## src/rtl/core/slm_pkg.sv

```systemverilog
// ----------------------------------------------------------------------------
// slm_pkg
// shared constants, register codes and field widths of the 3x3 valley detector
// ----------------------------------------------------------------------------
package slm_pkg;

  // fixed field widths
  localparam int unsigned PixelW    = 16;
  localparam int unsigned RowCountW = 11;
  localparam int unsigned ColCountW = 5;
  localparam int unsigned RowW      = 10;
  localparam int unsigned ColOutW   = 4;
  localparam int unsigned TotalW    = 16;
  localparam int unsigned ApbAddrW  = 3;
  localparam int unsigned ApbDataW  = 32;

  // frame limits
  localparam int unsigned MinSize  = 3;
  localparam int unsigned RowLimit = 1024;

  // register index, taken from paddr[2]
  typedef enum logic {
    RegRowCount    = 1'b0,
    RegColumnCount = 1'b1
  } reg_idx_e;

endpackage

```

## src/rtl/core/slm_line_store.sv

```systemverilog
// ----------------------------------------------------------------------------
// slm_line_store
// two line stores packed in one synchronous memory, registered read data,
// write-to-read forwarding and a clearing pass after reset
// ----------------------------------------------------------------------------
module slm_line_store #(
  parameter int unsigned DEPTH = 16,
  parameter int unsigned AW    = 4,
  parameter int unsigned DW    = 32
) (
  input  logic          clk_i,
  input  logic          rst_ni,
  input  logic          rd_en_i,
  input  logic [AW-1:0] rd_addr_i,
  input  logic          wr_en_i,
  input  logic [AW-1:0] wr_addr_i,
  input  logic [DW-1:0] wr_data_i,
  output logic [DW-1:0] rd_data_o,
  output logic          clearing_o
);

  logic [DW-1:0] mem_q [DEPTH];
  logic [DW-1:0] rd_data_q;
  logic          clr_q, clr_d;
  logic [AW-1:0] clr_cnt_q, clr_cnt_d;
  logic          we;
  logic [AW-1:0] wa;
  logic [DW-1:0] wd;

  always_comb begin
    clr_d     = clr_q;
    clr_cnt_d = clr_cnt_q;
    if (clr_q) begin
      clr_cnt_d = clr_cnt_q + AW'(1);
      if (clr_cnt_q == AW'(DEPTH - 1)) begin
        clr_d = 1'b0;
      end
    end
  end

  always_ff @(posedge clk_i or negedge rst_ni) begin
    if (!rst_ni) begin
      clr_q     <= 1'b1;
      clr_cnt_q <= '0;
    end else begin
      clr_q     <= clr_d;
      clr_cnt_q <= clr_cnt_d;
    end
  end

  assign we = clr_q | wr_en_i;
  assign wa = clr_q ? clr_cnt_q : wr_addr_i;
  assign wd = clr_q ? '0 : wr_data_i;

  always_ff @(posedge clk_i) begin
    if (we) begin
      mem_q[wa] <= wd;
    end
  end

  // a write landing in the same cycle as the read is forwarded
  always_ff @(posedge clk_i) begin
    if (rd_en_i) begin
      if (wr_en_i && (wr_addr_i == rd_addr_i)) begin
        rd_data_q <= wr_data_i;
      end else begin
        rd_data_q <= mem_q[rd_addr_i];
      end
    end
  end

  assign rd_data_o  = rd_data_q;
  assign clearing_o = clr_q;

endmodule

```

## src/rtl/core/slm_window.sv

```systemverilog
// ----------------------------------------------------------------------------
// slm_window
// 3x3 window shift register and strict minimum compare of its centre
// ----------------------------------------------------------------------------
module slm_window #(
  parameter int unsigned VW = 16
) (
  input  logic          clk_i,
  input  logic          rst_ni,
  input  logic          shift_i,
  input  logic [VW-1:0] upper_i,
  input  logic [VW-1:0] middle_i,
  input  logic [VW-1:0] pix_i,
  output logic [VW-1:0] centre_o,
  output logic          valley_o
);

  logic [VW-1:0] win_q [9];
  logic [VW-1:0] win_d [9];

  always_comb begin
    for (int k = 0; k < 3; k++) begin
      win_d[k*3]     = win_q[k*3 + 1];
      win_d[k*3 + 1] = win_q[k*3 + 2];
    end
    win_d[2] = upper_i;
    win_d[5] = middle_i;
    win_d[8] = pix_i;
  end

  always_ff @(posedge clk_i or negedge rst_ni) begin
    if (!rst_ni) begin
      for (int k = 0; k < 9; k++) begin
        win_q[k] <= '0;
      end
    end else if (shift_i) begin
      win_q <= win_d;
    end
  end

  always_comb begin
    valley_o = 1'b1;
    for (int k = 0; k < 9; k++) begin
      if (k != 4 && !(win_q[4] < win_q[k])) begin
        valley_o = 1'b0;
      end
    end
  end

  assign centre_o = win_q[4];

endmodule

```

## src/rtl/core/strict_local_minimum_3x3_detector.sv

```systemverilog
// ----------------------------------------------------------------------------
// strict_local_minimum_3x3_detector
// raster-order 3x3 strict local minimum finder with running valley count
// ----------------------------------------------------------------------------
// pipeline: request to result through line store read, window and result
// throughput: one request per cycle when not stalled, set by the line store's
//   read port in the accept cycle and its write port for the write-back
// reset: positions, counter and window clear at once; the line store is then
//   swept to zero entry by entry while in_stall_o is held high
module strict_local_minimum_3x3_detector #(
  parameter int unsigned MAX_COLUMNS = 16,
  parameter int unsigned VALUE_WIDTH = 16
) (
  input  logic                          clk_i,
  input  logic                          rst_ni,
  // apb configuration
  input  logic                          psel,
  input  logic                          penable,
  input  logic                          pwrite,
  input  logic [slm_pkg::ApbAddrW-1:0]  paddr,
  input  logic [slm_pkg::ApbDataW-1:0]  pwdata,
  output logic [slm_pkg::ApbDataW-1:0]  prdata,
  output logic                          pready,
  // input channel
  input  logic                          in_valid_i,
  output logic                          in_stall_o,
  input  logic [slm_pkg::PixelW-1:0]    pixel_value_i,
  // output channel
  output logic                          out_valid_o,
  input  logic                          out_stall_i,
  output logic                          window_ready_o,
  output logic                          is_valley_o,
  output logic [slm_pkg::RowW-1:0]      centre_row_o,
  output logic [slm_pkg::ColOutW-1:0]   centre_column_o,
  output logic [slm_pkg::PixelW-1:0]    centre_value_o,
  output logic [slm_pkg::TotalW-1:0]    valley_total_o,
  output logic                          frame_done_o
);

  localparam int unsigned AW = (MAX_COLUMNS > 1) ? $clog2(MAX_COLUMNS) : 1;
  localparam int unsigned EW = (AW + 1 > slm_pkg::ColCountW) ? AW + 1 : slm_pkg::ColCountW;
  localparam int unsigned VW = VALUE_WIDTH;
  localparam int unsigned RCW = slm_pkg::RowCountW;

  // ---------------- configuration ----------------
  logic [RCW-1:0]                 row_count_q;
  logic [slm_pkg::ColCountW-1:0]  col_count_q;
  logic                           cfg_wr;
  slm_pkg::reg_idx_e              cfg_idx;

  assign pready  = 1'b1;
  assign cfg_wr  = psel & penable & pwrite & pready;
  assign cfg_idx = slm_pkg::reg_idx_e'(paddr[2]);

  always_ff @(posedge clk_i or negedge rst_ni) begin
    if (!rst_ni) begin
      row_count_q <= RCW'(slm_pkg::MinSize);
      col_count_q <= slm_pkg::ColCountW'(slm_pkg::MinSize);
    end else if (cfg_wr) begin
      unique case (cfg_idx)
        slm_pkg::RegRowCount:    row_count_q <= pwdata[RCW-1:0];
        slm_pkg::RegColumnCount: col_count_q <= pwdata[slm_pkg::ColCountW-1:0];
        default: ;
      endcase
    end
  end

  always_comb begin
    unique case (cfg_idx)
      slm_pkg::RegRowCount:    prdata = slm_pkg::ApbDataW'(row_count_q);
      slm_pkg::RegColumnCount: prdata = slm_pkg::ApbDataW'(col_count_q);
      default:                 prdata = '0;
    endcase
  end

  // ---------------- pipeline control ----------------
  logic s1_v_q, s2_v_q, out_v_q;
  logic out_load, s2_load, s1_load, acc, s1_move, s2_move;
  logic clearing;

  assign out_load = !out_v_q || !out_stall_i;
  assign s2_load  = !s2_v_q || out_load;
  assign s1_load  = !s1_v_q || s2_load;
  assign in_stall_o = clearing || !s1_load;
  assign acc      = in_valid_i && !in_stall_o;
  assign s1_move  = s1_v_q && s2_load;
  assign s2_move  = s2_v_q && out_load;

  // ---------------- position tracking at accept ----------------
  logic [AW-1:0]           c_pos_q, c_pos_d;
  logic [slm_pkg::RowW-1:0] r_pos_q, r_pos_d;
  logic [EW-1:0]           cols, c_ext, c_eff_ext;
  logic [RCW-1:0]          rows, r_ext, r_eff_ext;
  logic [AW-1:0]           c_eff;
  logic                    last_col, done, ready;
  logic [VW-1:0]           pix;

  always_comb begin
    cols = EW'(col_count_q);
    if (cols < EW'(slm_pkg::MinSize)) begin
      cols = EW'(slm_pkg::MinSize);
    end else if (cols > EW'(MAX_COLUMNS)) begin
      cols = EW'(MAX_COLUMNS);
    end
    rows = row_count_q;
    if (rows < RCW'(slm_pkg::MinSize)) begin
      rows = RCW'(slm_pkg::MinSize);
    end else if (rows > RCW'(slm_pkg::RowLimit)) begin
      rows = RCW'(slm_pkg::RowLimit);
    end
    // a position past a shrunken frame counts as the last one
    c_ext     = EW'(c_pos_q);
    c_eff_ext = (c_ext >= cols) ? cols - EW'(1) : c_ext;
    c_eff     = c_eff_ext[AW-1:0];
    r_ext     = RCW'(r_pos_q);
    r_eff_ext = (r_ext >= rows) ? rows - RCW'(1) : r_ext;
    last_col  = (c_eff_ext + EW'(1)) >= cols;
    done      = last_col && ((r_eff_ext + RCW'(1)) >= rows);
    ready     = (r_eff_ext >= RCW'(2)) && (c_eff_ext >= EW'(2));
    if (done) begin
      c_pos_d = '0;
      r_pos_d = '0;
    end else if (last_col) begin
      c_pos_d = '0;
      r_pos_d = r_eff_ext[slm_pkg::RowW-1:0] + slm_pkg::RowW'(1);
    end else begin
      c_pos_d = c_eff + AW'(1);
      r_pos_d = r_eff_ext[slm_pkg::RowW-1:0];
    end
  end

  assign pix = VW'(pixel_value_i);

  always_ff @(posedge clk_i or negedge rst_ni) begin
    if (!rst_ni) begin
      c_pos_q <= '0;
      r_pos_q <= '0;
    end else if (acc) begin
      c_pos_q <= c_pos_d;
      r_pos_q <= r_pos_d;
    end
  end

  // ---------------- stage 1: line store read ----------------
  logic [VW-1:0]            s1_pix_q;
  logic [AW-1:0]            s1_c_q;
  logic [slm_pkg::RowW-1:0] s1_r_q;
  logic                     s1_ready_q, s1_done_q;
  logic [2*VW-1:0]          rd_data;
  logic [2*VW-1:0]          wr_data;

  always_ff @(posedge clk_i or negedge rst_ni) begin
    if (!rst_ni) begin
      s1_v_q <= 1'b0;
    end else if (s1_load) begin
      s1_v_q <= acc;
    end
  end

  always_ff @(posedge clk_i) begin
    if (acc) begin
      s1_pix_q   <= pix;
      s1_c_q     <= c_eff;
      s1_r_q     <= r_eff_ext[slm_pkg::RowW-1:0];
      s1_ready_q <= ready;
      s1_done_q  <= done;
    end
  end

  // entry holds {upper, middle}; the middle row moves up, the pixel goes in
  assign wr_data = {rd_data[VW-1:0], s1_pix_q};

  slm_line_store #(
    .DEPTH (MAX_COLUMNS),
    .AW    (AW),
    .DW    (2*VW)
  ) u_line_store (
    .clk_i      (clk_i),
    .rst_ni     (rst_ni),
    .rd_en_i    (acc),
    .rd_addr_i  (c_eff),
    .wr_en_i    (s1_move),
    .wr_addr_i  (s1_c_q),
    .wr_data_i  (wr_data),
    .rd_data_o  (rd_data),
    .clearing_o (clearing)
  );

  // ---------------- stage 2: window ----------------
  logic [AW-1:0]            s2_c_q;
  logic [slm_pkg::RowW-1:0] s2_r_q;
  logic                     s2_ready_q, s2_done_q;
  logic [VW-1:0]            centre;
  logic                     win_valley;

  slm_window #(
    .VW (VW)
  ) u_window (
    .clk_i    (clk_i),
    .rst_ni   (rst_ni),
    .shift_i  (s1_move),
    .upper_i  (rd_data[2*VW-1:VW]),
    .middle_i (rd_data[VW-1:0]),
    .pix_i    (s1_pix_q),
    .centre_o (centre),
    .valley_o (win_valley)
  );

  always_ff @(posedge clk_i or negedge rst_ni) begin
    if (!rst_ni) begin
      s2_v_q <= 1'b0;
    end else if (s2_load) begin
      s2_v_q <= s1_move;
    end
  end

  always_ff @(posedge clk_i) begin
    if (s1_move) begin
      s2_c_q     <= s1_c_q;
      s2_r_q     <= s1_r_q;
      s2_ready_q <= s1_ready_q;
      s2_done_q  <= s1_done_q;
    end
  end

  // ---------------- stage 3: result register ----------------
  logic [slm_pkg::TotalW-1:0]  cnt_q, cnt_d, total;
  logic                        valley;
  logic [AW-1:0]               c_dec;
  logic                        ready_q, valley_q, done_q;
  logic [slm_pkg::RowW-1:0]    row_q;
  logic [slm_pkg::ColOutW-1:0] col_q;
  logic [slm_pkg::PixelW-1:0]  val_q;
  logic [slm_pkg::TotalW-1:0]  total_q;

  always_comb begin
    valley = s2_ready_q && win_valley;
    total  = cnt_q;
    if (valley && (cnt_q != '1)) begin
      total = cnt_q + slm_pkg::TotalW'(1);
    end
    cnt_d = s2_done_q ? '0 : total;
    c_dec = s2_c_q - AW'(1);
  end

  always_ff @(posedge clk_i or negedge rst_ni) begin
    if (!rst_ni) begin
      out_v_q <= 1'b0;
      cnt_q   <= '0;
    end else begin
      if (out_load) begin
        out_v_q <= s2_move;
      end
      if (s2_move) begin
        cnt_q <= cnt_d;
      end
    end
  end

  always_ff @(posedge clk_i) begin
    if (s2_move) begin
      ready_q  <= s2_ready_q;
      valley_q <= valley;
      row_q    <= s2_ready_q ? s2_r_q - slm_pkg::RowW'(1) : '0;
      col_q    <= s2_ready_q ? slm_pkg::ColOutW'(c_dec) : '0;
      val_q    <= s2_ready_q ? slm_pkg::PixelW'(centre) : '0;
      total_q  <= total;
      done_q   <= s2_done_q;
    end
  end

  assign out_valid_o     = out_v_q;
  assign window_ready_o  = ready_q;
  assign is_valley_o     = valley_q;
  assign centre_row_o    = row_q;
  assign centre_column_o = col_q;
  assign centre_value_o  = val_q;
  assign valley_total_o  = total_q;
  assign frame_done_o    = done_q;

  // ---------------- assertions ----------------
  // no request is taken while the line store is being swept
  assert property (@(posedge clk_i) disable iff (!rst_ni) clearing |-> !acc)
    else $error("request accepted during line store clear");

  // a result without a complete window carries no valley and no centre
  assert property (@(posedge clk_i) disable iff (!rst_ni)
    (out_valid_o && !window_ready_o) |-> (!is_valley_o && centre_value_o == '0))
    else $error("valley reported without a complete window");

  // a new valley mid-frame raises the count by exactly one until saturation
  assert property (@(posedge clk_i) disable iff (!rst_ni)
    (s2_move && valley && !s2_done_q && cnt_q != '1)
      |=> (cnt_q == $past(cnt_q) + slm_pkg::TotalW'(1)))
    else $error("valley counter did not step by one");

endmodule

```

## config.mk

```make
export PLATFORM = sky130hd
export DESIGN_NAME = strict_local_minimum_3x3_detector
export DESIGN_NICKNAME = d
export VERILOG_FILES = /design/src/rtl/core/slm_pkg.sv /design/src/rtl/core/slm_line_store.sv /design/src/rtl/core/slm_window.sv /design/src/rtl/core/strict_local_minimum_3x3_detector.sv
export SDC_FILE = /design/constraint.sdc
export NUM_CORES = 1
export LEC_CHECK = 0
export BUFFER_PORTS_ARGS = -buffer_cell sky130_fd_sc_hd__buf_2
export CAP_MARGIN = 20
export CELL_PAD_IN_SITES_DETAIL_PLACEMENT = 1
export CELL_PAD_IN_SITES_GLOBAL_PLACEMENT = 1
export CORE_UTILIZATION = 47
export CTS_CLUSTER_DIAMETER = 120
export CTS_CLUSTER_SIZE = 30
export DETAILED_ROUTE_END_ITERATION = 12
export PLACE_DENSITY = 0.73
export SLEW_MARGIN = 5
export SYNTH_ARGS = -nofsm -noshare
export SYNTH_HDL_FRONTEND = slang
export SYNTH_SLANG_ARGS = --single-unit
```

## constraint.sdc

```tcl
create_clock -name clk_i -period 7.6 [get_ports clk_i]
set_input_delay 0.38 -clock clk_i [delete_from_list [all_inputs] [get_ports clk_i]]
set_output_delay 0.38 -clock clk_i [all_outputs]
set_load 0.05 [all_outputs]
```

; Word level (Yosys, flattened, before mapping)
; Memory sizes are Yosys's and may differ from the RTL's. A register that Yosys moved wholly into a read port is not among the register bits.
; Cells that the tools add are included.
[word_totals]
mem_bits_ro = 0
input_bits = 58
memories = 1
mem_bits_rw = 512
output_inout_bits = 84
register_bits = 295
latch_bits = 0
word_cells = 116
[mem_list]
columns = name, words, word_bits, read_ports, rd_clocked_by_memory_dff, write_ports, line
row1 = u_line_store.mem_q, 16, 32, 1, 1, 1, slm_line_store.sv:22  ; logic [DW-1:0] mem_q [DEPTH];
[op_classes]
n_mul = 0
div_mod_pow = 0
n_bitwise = 4
n_eq_ne = 2
order_cmp = 18
n_reduce_logical = 19
shift = 0
addsub = 10
n_mux = 27
[op_table]
columns = op, n
row1 = $lt A16 B16 Y1, 8
row2 = $pmux W32 S2, 1
row3 = $mux W11, 3
row4 = $mux W16, 2
row5 = $mux W32, 1
row6 = $mux W10, 2
row7 = $add A16 B1 Y16 const B, 1
row8 = $ne A16 B16 Y1 const B, 1
row9 = $mux W5, 3
row10 = $mux W1, 12
row11 = $mux W4, 3
row12 = $add A11 B1 Y11 const B, 1
row13 = $ge A10 B11 Y1, 1
row14 = $ge A11 B11 Y1, 1
row15 = $ge A11 B2 Y1 const B, 1
row16 = $gt A11 B11 Y1 const B, 1
row17 = $lt A11 B2 Y1 const B, 1
row18 = $sub A11 B1 Y11 const B, 1
row19 = $add A10 B1 Y10 const B, 1
row20 = $sub A10 B1 Y10 const B, 1
row21 = $add A4 B1 Y4 const B, 2
row22 = $logic_and A1 B1 Y1, 7
row23 = $logic_not A1 Y1, 6
row24 = $add A5 B1 Y5 const B, 1
row25 = other kinds (13), 18

; Depth between registers and ports, before layout
; Gate-level depths: netlist of the first run.
[depth]
depth_word = 13
depth_mapped = 27
mapped_depth_nobuf = 24

; Cells and area by module
; A second synthesis of the first run with hierarchy kept.
[unflattened]
hier_cells = 2470
area_unflattened_um2 = 36830.3
[by_module_without_submodules]
columns = mod, seq_area_each_um2, n_inst, cells_each, area_per_inst_um2
row1 = slm_line_store, 16462.0, 1, 943, 21064.0
row2 = slm_window, 3603.5, 1, 873, 8149.1
row3 = strict_local_minimum_3x3_detector, 4144.0, 1, 654, 7617.3

; Worst setup path after synthesis of the first run
; OpenSTA, ideal clock, no wires.
[synth_path]
path_type = register -> register
from = register row_count_q[8]
to = register r_pos_q[7] (netlist bit)
setup_ns = 0.082
arrival_time_ns = 5.587
required_ns = 7.518
stages_incl_launch_ff = 26
synth_period_minus_slack_ns = 5.669
slack_ns = 1.931
cell_sequence = dfrtp_1 clkbuf_1 or4_1 nor2_1 o21ai_0 inv_1 ha_1 nor2b_1 o21ai_0 a21oi_1 o32a_1 clkbuf_1 clkbuf_1 mux2i_1 inv_1 ha_1 and3b_1 a21oi_1 a21oi_1 ha_1 a211oi_1 a211oi_1 nor4_1 clkbuf_1 or4b_1 a31oi_1
[synth_via]
elab_chain_cells = 9
elab_cells_between_ends = 13
cone_classes = add/sub: 3 / order compare: 4 / mux: 5 / reduce/logical: 1
[synth_lines]
columns = element, line
row1 = start: declaration, strict_local_minimum_3x3_detector.sv:46  ; logic [RCW-1:0] row_count_q;
row2 = start signal: assignment, strict_local_minimum_3x3_detector.sv:57  ; row_count_q <= RCW'(slm_pkg::MinSize);
row3 = start signal: assignment, strict_local_minimum_3x3_detector.sv:61  ; slm_pkg::RegRowCount: row_count_q <= pwdata[RCW-1:0];
row4 = $gt A11 B11 Y1, strict_local_minimum_3x3_detector.sv:108  ; end else if (rows > RCW'(slm_pkg::RowLimit)) begin
row5 = $mux W11, strict_local_minimum_3x3_detector.sv:108
row6 = $mux W11 *, strict_local_minimum_3x3_detector.sv:106  ; if (rows < RCW'(slm_pkg::MinSize)) begin
row7 = $sub A11 B1 Y11 or $ge A10 B11 Y1 (tied branches), strict_local_minimum_3x3_detector.sv:116  ; r_eff_ext = (r_ext >= rows) ? rows - RCW'(1) : r_ext;
row8 = $mux W11 *, strict_local_minimum_3x3_detector.sv:116
row9 = named net r_eff_ext[0], strict_local_minimum_3x3_detector.sv:93  ; logic [RCW-1:0] rows, r_ext, r_eff_ext;
row10 = $add A11 B1 Y11, strict_local_minimum_3x3_detector.sv:118  ; done = last_col && ((r_eff_ext + RCW'(1)) >= rows);
row11 = $ge A11 B11 Y1, strict_local_minimum_3x3_detector.sv:118
row12 = $logic_and A1 B1 Y1, strict_local_minimum_3x3_detector.sv:118
row13 = $mux W10 *, strict_local_minimum_3x3_detector.sv:120  ; if (done) begin
row14 = end signal: assignment, strict_local_minimum_3x3_detector.sv:140  ; r_pos_q <= r_pos_d;
row15 = end: declaration, strict_local_minimum_3x3_detector.sv:91  ; logic [slm_pkg::RowW-1:0] r_pos_q, r_pos_d;
; The timed path passes the listed nets; every way through them passes the cells marked *.
; A chain may end at the register's enable or synchronous reset.

; Worst setup path after layout of the first run
[layout_path]
from = register row_count_q[7]
to = register r_pos_q[4] (netlist bit)
; The elaborated chain is that of the path after synthesis.

==> flow_metrics.py, run 1 <==
metrics = {
    "outcome": {
        "status": "complete, no violations",
    },
    "critical_path": {
        "crit_slowest_cell": "o32a_1",
        "slowest_delay_ns": 0.79,
        "worstReg2RegStart": "row_count_q[7]$_DFFE_PN0P_",
        "worstPathRequired_ns": 8.12,
        "r2r-end": "r_pos_q[4]$_DFFE_PN0P_",
        "path_max_fanout": 18,
        "cpMostUsedCell": "a21oi_1",
        "worstSetupPathType": "flip-flop to flip-flop",
        "reg2reg_depth": 23,
        "cp-end-kind": "flip-flop",
        "critPathLaunchType": "flip-flop",
        "cp.arrival_ns": 7.06,
        "worstPathCellList": "or4_1 > nor2_1 > o21ai_0 > inv_1 > ha_1 > nor2b_1 > o21ai_0 > a21oi_1 > o32a_1 > nor2_1 > a21oi_1 > inv_1 > ha_1 > and3b_1 > a21oi_1 > a21oi_1 > ha_1 > a211oi_1 > a211oi_1 > nor4_1 > buf_4 > or4b_2 > a41oi_1",
        "reg2reg_slack_ns": 1.06,
    },
    "clocking": {
        "clkTransAtPathRegs_ns": 0.11,
        "postCtsSetupRepairBufs": 0,
        "numCtsBuffers": 34,
        "clockBufferDepth": 3,
        "clock_latency_ns": 0.61,
        "htreeDepth": 2,
        "cts-root-buf": "clkbuf_16",
        "clock-sinks": 839,
        "cts_tree": "built",
    },
    "final_layout": {
        "num-fill-cells": 8132,
        "stdcell_count": 4218,
        "areaGrowthSynthToFinish_pct": 7.61,
        "antenna_cells": 0,
        "drive_gt1_frac": 0.0915,
        "utilization": 0.511,
        "fin_nets": 3368,
    },
    "routing": {
        "wl_per_cell_microns": 23.4,
        "drt_iter0_markers": 2105,
        "routed_wl_microns": 98600,
        "dr.pass1.iters": 5,
        "via_count": 24800,
        "viasPerCell": 5.88,
        "drc": 0,
        "drtAntennaViolNets": 0,
    },
    "timing": {
        "worst_pin_slew_ns": 1.27,
        "fin_tns_setup_ns": 0,
        "hold_viol": 0,
        "rsz0062_at_grt": "no",
        "slew_violations": 0,
        "setup_viol": 0,
        "period_minus_slack_ns": 6.54,
        "slew_headroom": 0.156,
        "fin_crit_sh": 0.860,
        "fmaxAchievable_mhz": 153,
        "fin_skew_ns": 0.0413,
    },
    "place": {
        "io_buffers": 96,
        "dp.cells": 4131,
        "dp_hpwl_microns": 58700,
        "routabilityCongestion": 0.842,
    },
    "grt": {
        "grt_pass1_vias": 26000,
        "grt_pass1_wl_microns": 152000,
        "overflow": 0,
        "use_met2": 0.423,
        "grt.met1_usage": 0.325,
        "grt.busiest_layer": "met2",
        "gr-usage-met3": 0.0285,
        "grt_max_degree": 211,
        "grt_use_total": 0.243,
        "antenna_found_initial": 2,
    },
    "synthesis": {
        "synth_area_leaders": "edfxtp_1 (51%), dfrtp_1 (13%), nand2_1 (6.5%)",
        "synth_top_area_share": 0.513,
        "avgSynthCellArea_sq_um": 12.0,
        "syn-cell-area_sq_um": 37500,
        "yosysWarnings": 0,
        "yosys-top-cells-count": "nand2_1 (652), edfxtp_1 (641), dfrtp_1 (193)",
        "synth_edf_count": 641,
        "async_flop_share": 0.236,
        "yosys.area.top_type": "edfxtp_1",
        "syn_inst": 3114,
        "ys_seq_area_frac": 0.646,
        "synthDistinctLibCells": 75,
        "synthFlopType": "edfxtp_1",
        "yosysMostFrequentCell": "nand2_1",
        "ys_seq_elements": 839,
    },
    "floorplanning": {
        "design.core.area_sq_um": 79000,
        "die_h_microns": 284,
        "ios": 142,
        "fp.dieW_microns": 284,
        "rows": 103,
        "start_util": 0.475,
        "dieArea_sq_um": 80900,
    },
    "pwr": {
        "power.density_nw_per_um2": 442,
        "ir_worst_vdd_mv": 0.597,
        "p_leak_uw": 0.0151,
    },
    "min_path": {
        "hp-class": "primary input to flip-flop",
        "hp-start": "pwdata[10]",
        "whs_path_depth": 2,
        "min_to": "row_count_q[10]$_DFFE_PN0P_",
    },
    "flow_run": {
        "max-cap-violations": 0,
    },
}
[worst max path at each step]
stage	start	end	cells after the start
after global placement	row_count_q[7]$_DFFE_PN0P_	r_pos_q[4]$_DFFE_PN0P_	23
after detailed placement	row_count_q[7]$_DFFE_PN0P_	r_pos_q[4]$_DFFE_PN0P_	23
final	row_count_q[7]$_DFFE_PN0P_	r_pos_q[4]$_DFFE_PN0P_	23
after CTS	row_count_q[7]$_DFFE_PN0P_	r_pos_q[4]$_DFFE_PN0P_	23
after global routing	row_count_q[7]$_DFFE_PN0P_	r_pos_q[4]$_DFFE_PN0P_	23
after floorplan	row_count_q[8]$_DFFE_PN0P_	r_pos_q[7]$_DFFE_PN0P_	25
[registers in the layout, indices dropped and copies added, names as in the netlist, 5 cells and up]
name	cells
col_count_q	5
centre_value_o	16
u_window.centre_o	16
row_count_q	11
r_pos_q	10
u_line_store.mem_q	512
u_window.win_d	80
centre_row_o	10
valley_total_o	16
s2_r_q	10
s1_pix_q	16
s1_r_q	10
u_window.win_q	48
u_line_store.rd_data_o	32
cnt_q	16
[cell type report]
class,instances,area [sq um],area share
multi-input combinational,1943,12100,0.300
timing repair buffer,165,1110,0.0275
clock inverter,7,72.6,0.00180
tap,1050,1310,0.0326
inverter,167,638,0.0158
clock buffer,47,900,0.0223
sequential,839,24200,0.600
[repair_timing]
item,in CTS,in global routing
endpoints found under the hold margin,98,0
resized for setup,0,0
hold buffers,18,0
setup endpoints to repair,0,0
[critical path, delay by kind of cell (launching register included)]
kind	cells	cell delay [ns]
AOI/OAI and AO/OA	10	2.55
buffers and inverters	3	0.55
and+or+nand+nor	7	2.04
DFF	1	0.45
adders and majority gates	3	0.88
[logic make-up after synthesis]
group,synth area share
buf+inv,0.0377
compound gates,0.115
other cells,0.000200
mux,0.0220
xor+xnor,0.00934
fa+ha+maj,0.0534
flops,0.646
simple gates,0.116
[metal layers]
metal / up-vias / share of wire
met4: 2 / 0.018
met3: 129 / 0.046
met1: 12800 / 0.43
met5: - / 0.00034
met2: 536 / 0.50
li1: 11300 / -
[placed cells by master (no fill, tap or decap), types with 47 or more instances in the layout]
cell / instances
a21oi_1: 177
a22oi_1: 68
a32oi_1: 133
buf_2: 95
buf_4: 47
dfrtp_1: 193
edfxtp_1: 641
ha_1: 160
inv_1: 162
mux2_2: 59
nand2_1: 651
nor2_1: 59
nor2b_1: 51
o21ai_0: 168
[metrics by stage]
stage / total power (uW) / setup slack (ns) / cell area (sq um) / hold slack (ns)
2_1_floorplan: 12800 / 1.93 / 37600 / 0.0844
3_3_place_gp: 15000 / 1.27 / 39100 / 0.403
3_5_place_dp: 15600 / 1.11 / 39100 / 0.406
4_1_cts: 17900 / 1.12 / 40200 / 0.00375
5_1_grt: 19000 / 0.637 / 40400 / 0.00211
6_report: 17800 / 1.06 / 40400 / 0.0211
[where the power goes]
group	switching, uW	internal [uW]	leakage [uW]	total, uW
registers	652	6180	0.00836	6830
clock network	1390	862	0.000467	2260
logic	5760	2990	0.00630	8740
Note: power is estimated with default switching activity, not from simulation.
==> run 2, diff against run 1 <==
- clock period: 7.6 -> 6.05 ns (I/O delays scaled with it)
==> flow_metrics.py, run 2 (synthesized netlist as in run 1, its figures left out) <==
metrics = {
    "critical_path": {
        "worstSetupPathType": "flip-flop to flip-flop",
        "slowest_delay_ns": 0.63,
        "cp.arrival_ns": 6.15,
        "path_max_fanout": 7,
        "worstPathCellList": "or4_1 > nor2_1 > o21ai_0 > ha_1 > nand2_1 > o21ai_0 > a21oi_1 > o32a_2 > mux2i_1 > inv_1 > ha_1 > and3b_1 > a21oi_1 > a21oi_1 > ha_1 > a211oi_1 > a211oi_1 > nor4_2 > or4b_2 > a41oi_1",
        "critPathLaunchType": "flip-flop",
        "crit_slowest_cell": "or4b_2",
        "worstPathRequired_ns": 6.58,
        "crit_family": "simple AND/OR/NAND/NOR gates",
        "path_buf_inv": 1,
        "worstReg2RegStart": "row_count_q[7]$_DFFE_PN0P_",
        "reg2reg_slack_ns": 0.43,
        "cp-end-kind": "flip-flop",
        "cp_num_cells": 20,
        "reg2reg_depth": 20,
        "r2r-end": "r_pos_q[4]$_DFFE_PN0P_",
    },
    "floorplanning": {
        "rows": 103,
        "die_h_microns": 284,
        "design.core.area_sq_um": 79000,
        "ios": 142,
        "fp.dieW_microns": 284,
        "start_util": 0.475,
        "dieArea_sq_um": 80900,
    },
    "timing": {
        "whs_ns": 0.142,
        "fin_skew_ns": 0.0470,
        "fin_crit_sh": 0.929,
        "worst_slack_ns": 0.430,
        "rsz0062_at_grt": "no",
        "worst_pin_slew_ns": 1.12,
        "fin_tns_setup_ns": 0,
        "period_minus_slack_ns": 5.62,
        "setup_viol": 0,
        "slew_violations": 0,
        "hold_viol": 0,
        "slew_headroom": 0.250,
        "fmaxAchievable_mhz": 178,
    },
    "grt": {
        "grt_max_degree": 221,
        "grt_pass1_vias": 25800,
        "antenna_found_initial": 2,
        "overflow": 0,
        "grt_use_total": 0.244,
        "grt_pass1_wl_microns": 153000,
    },
    "final_layout": {
        "num-fill-cells": 8163,
        "layout_commonest_cell": "nand2_1",
        "largest_reg_flops": 512,
        "largest_register": "u_line_store.mem_q",
        "areaGrowthSynthToFinish_pct": 8.22,
        "layout_common_cells": "nand2_1 (651), edfxtp_1 (641), dfrtp_1 (193)",
        "antenna_cells": 0,
        "utilization": 0.514,
        "fin_nets": 3394,
        "drive_gt1_frac": 0.0959,
    },
    "clocking": {
        "cts_tree": "built",
        "cts-root-buf": "clkbuf_16",
        "clockBufferDepth": 3,
        "clkTransAtPathRegs_ns": 0.12,
        "clock-sinks": 839,
        "htreeDepth": 2,
        "numCtsBuffers": 34,
        "clock_latency_ns": 0.62,
    },
    "place": {
        "routabilityCongestion": 0.832,
        "dp_slack_ns": 0.319,
        "dp_hpwl_microns": 62400,
        "io_buffers": 96,
    },
    "routing": {
        "drtAntennaViolNets": 0,
        "wl_met2_microns": 49600,
        "viasPerCell": 5.87,
        "wl_per_cell_microns": 23.4,
        "drc": 0,
        "routed_wl_microns": 99200,
        "via_count": 24900,
        "wl_met3_microns": 4460,
        "wl_met1_microns": 43100,
        "highest_layer": "met4",
        "dr.pass1.iters": 5,
        "drt_iter0_markers": 1881,
    },
    "pwr": {
        "p_int_uw": 12700,
        "ir_worst_vdd_mv": 0.792,
        "seq_power_share": 0.381,
        "swShare": 0.437,
        "power.density_nw_per_um2": 555,
        "power.switching_uw": 9840,
        "combPwrFrac": 0.491,
        "p_clk_frac": 0.128,
        "p_leak_uw": 0.0152,
    },
    "outcome": {
        "status": "complete, no violations",
    },
    "flow_run": {
        "max-cap-violations": 0,
    },
    "min_path": {
        "hp-class": "primary input to async pin",
    },
}
[run 2: worst max path at each step]
stage | startpoint | to | slack (ns)
3_3_place_gp | row_count_q[7]$_DFFE_PN0P_ | r_pos_q[4]$_DFFE_PN0P_ | 0.41
3_5_place_dp | row_count_q[7]$_DFFE_PN0P_ | r_pos_q[4]$_DFFE_PN0P_ | 0.32
2_1_floorplan | row_count_q[8]$_DFFE_PN0P_ | r_pos_q[7]$_DFFE_PN0P_ | 0.38
4_1_cts | row_count_q[7]$_DFFE_PN0P_ | r_pos_q[4]$_DFFE_PN0P_ | 0.31
5_1_grt | row_count_q[7]$_DFFE_PN0P_ | r_pos_q[4]$_DFFE_PN0P_ | 0.07
6_report | row_count_q[7]$_DFFE_PN0P_ | r_pos_q[4]$_DFFE_PN0P_ | 0.43
[run 2: power by group through the flow]
stage	sequential, uW	clock (uW)	combinational (uW)
detailed placement	8710	0	11000
global placement	8660	0	10400
CTS	8580	2940	11100
global route	8700	3100	12200
floorplan	8520	0	7600
finish	8580	2880	11000
[run 2: area by class of cell]
class / instances / area (sq um) / share of cell area
Timing Repair Buffer: 191 / 1330 / 0.0327
Sequential cell: 839 / 24200 / 0.597
Inverter: 167 / 638 / 0.0157
Tap cell: 1050 / 1310 / 0.0324
Clock buffer: 47 / 900 / 0.0222
Multi-Input combinational cell: 1943 / 12100 / 0.299
Clock inverter: 5 / 72.6 / 0.00179
[run 2: timing repair]
action,in CTS,in global routing
hold buffers,29,0
endpoints found under the hold margin,62,0
gates resized for setup,0,2
setup buffers,0,0
setup endpoints to repair,0,6
[run 2: through the flow]
stage	instance area, sq um	instances	power [uW]
2_1_floorplan	37600	3134	16100
3_3_place_gp	39200	4145	19000
3_5_place_dp	39200	4145	19700
4_1_cts	40400	4226	22600
5_1_grt	40600	4242	24000
6_report	40600	4242	22500
[run 2: routing by layer]
| metal | track usage | up-vias |
|---|---|---|
| met5 | 0 | - |
| met4 | 0.0542 | 0 |
| met3 | 0.0262 | 120 |
| met2 | 0.419 | 587 |
| met1 | 0.334 | 12800 |
| li1 | - | 11400 |
[run 2: worst reg2reg max path: stages, from the launching register on]
cell      delay, ns
dfrtp_1        0.45
or4_1          0.60
nor2_1         0.16
o21ai_0        0.22
ha_1           0.38
nand2_1        0.05
o21ai_0        0.16
a21oi_1        0.11
o32a_2         0.42
mux2i_1        0.23
inv_1          0.09
ha_1           0.28
and3b_1        0.24
a21oi_1        0.20
a21oi_1        0.09
ha_1           0.32
a211oi_1       0.23
a211oi_1       0.13
nor4_2         0.34
or4b_2         0.63
a41oi_1        0.22
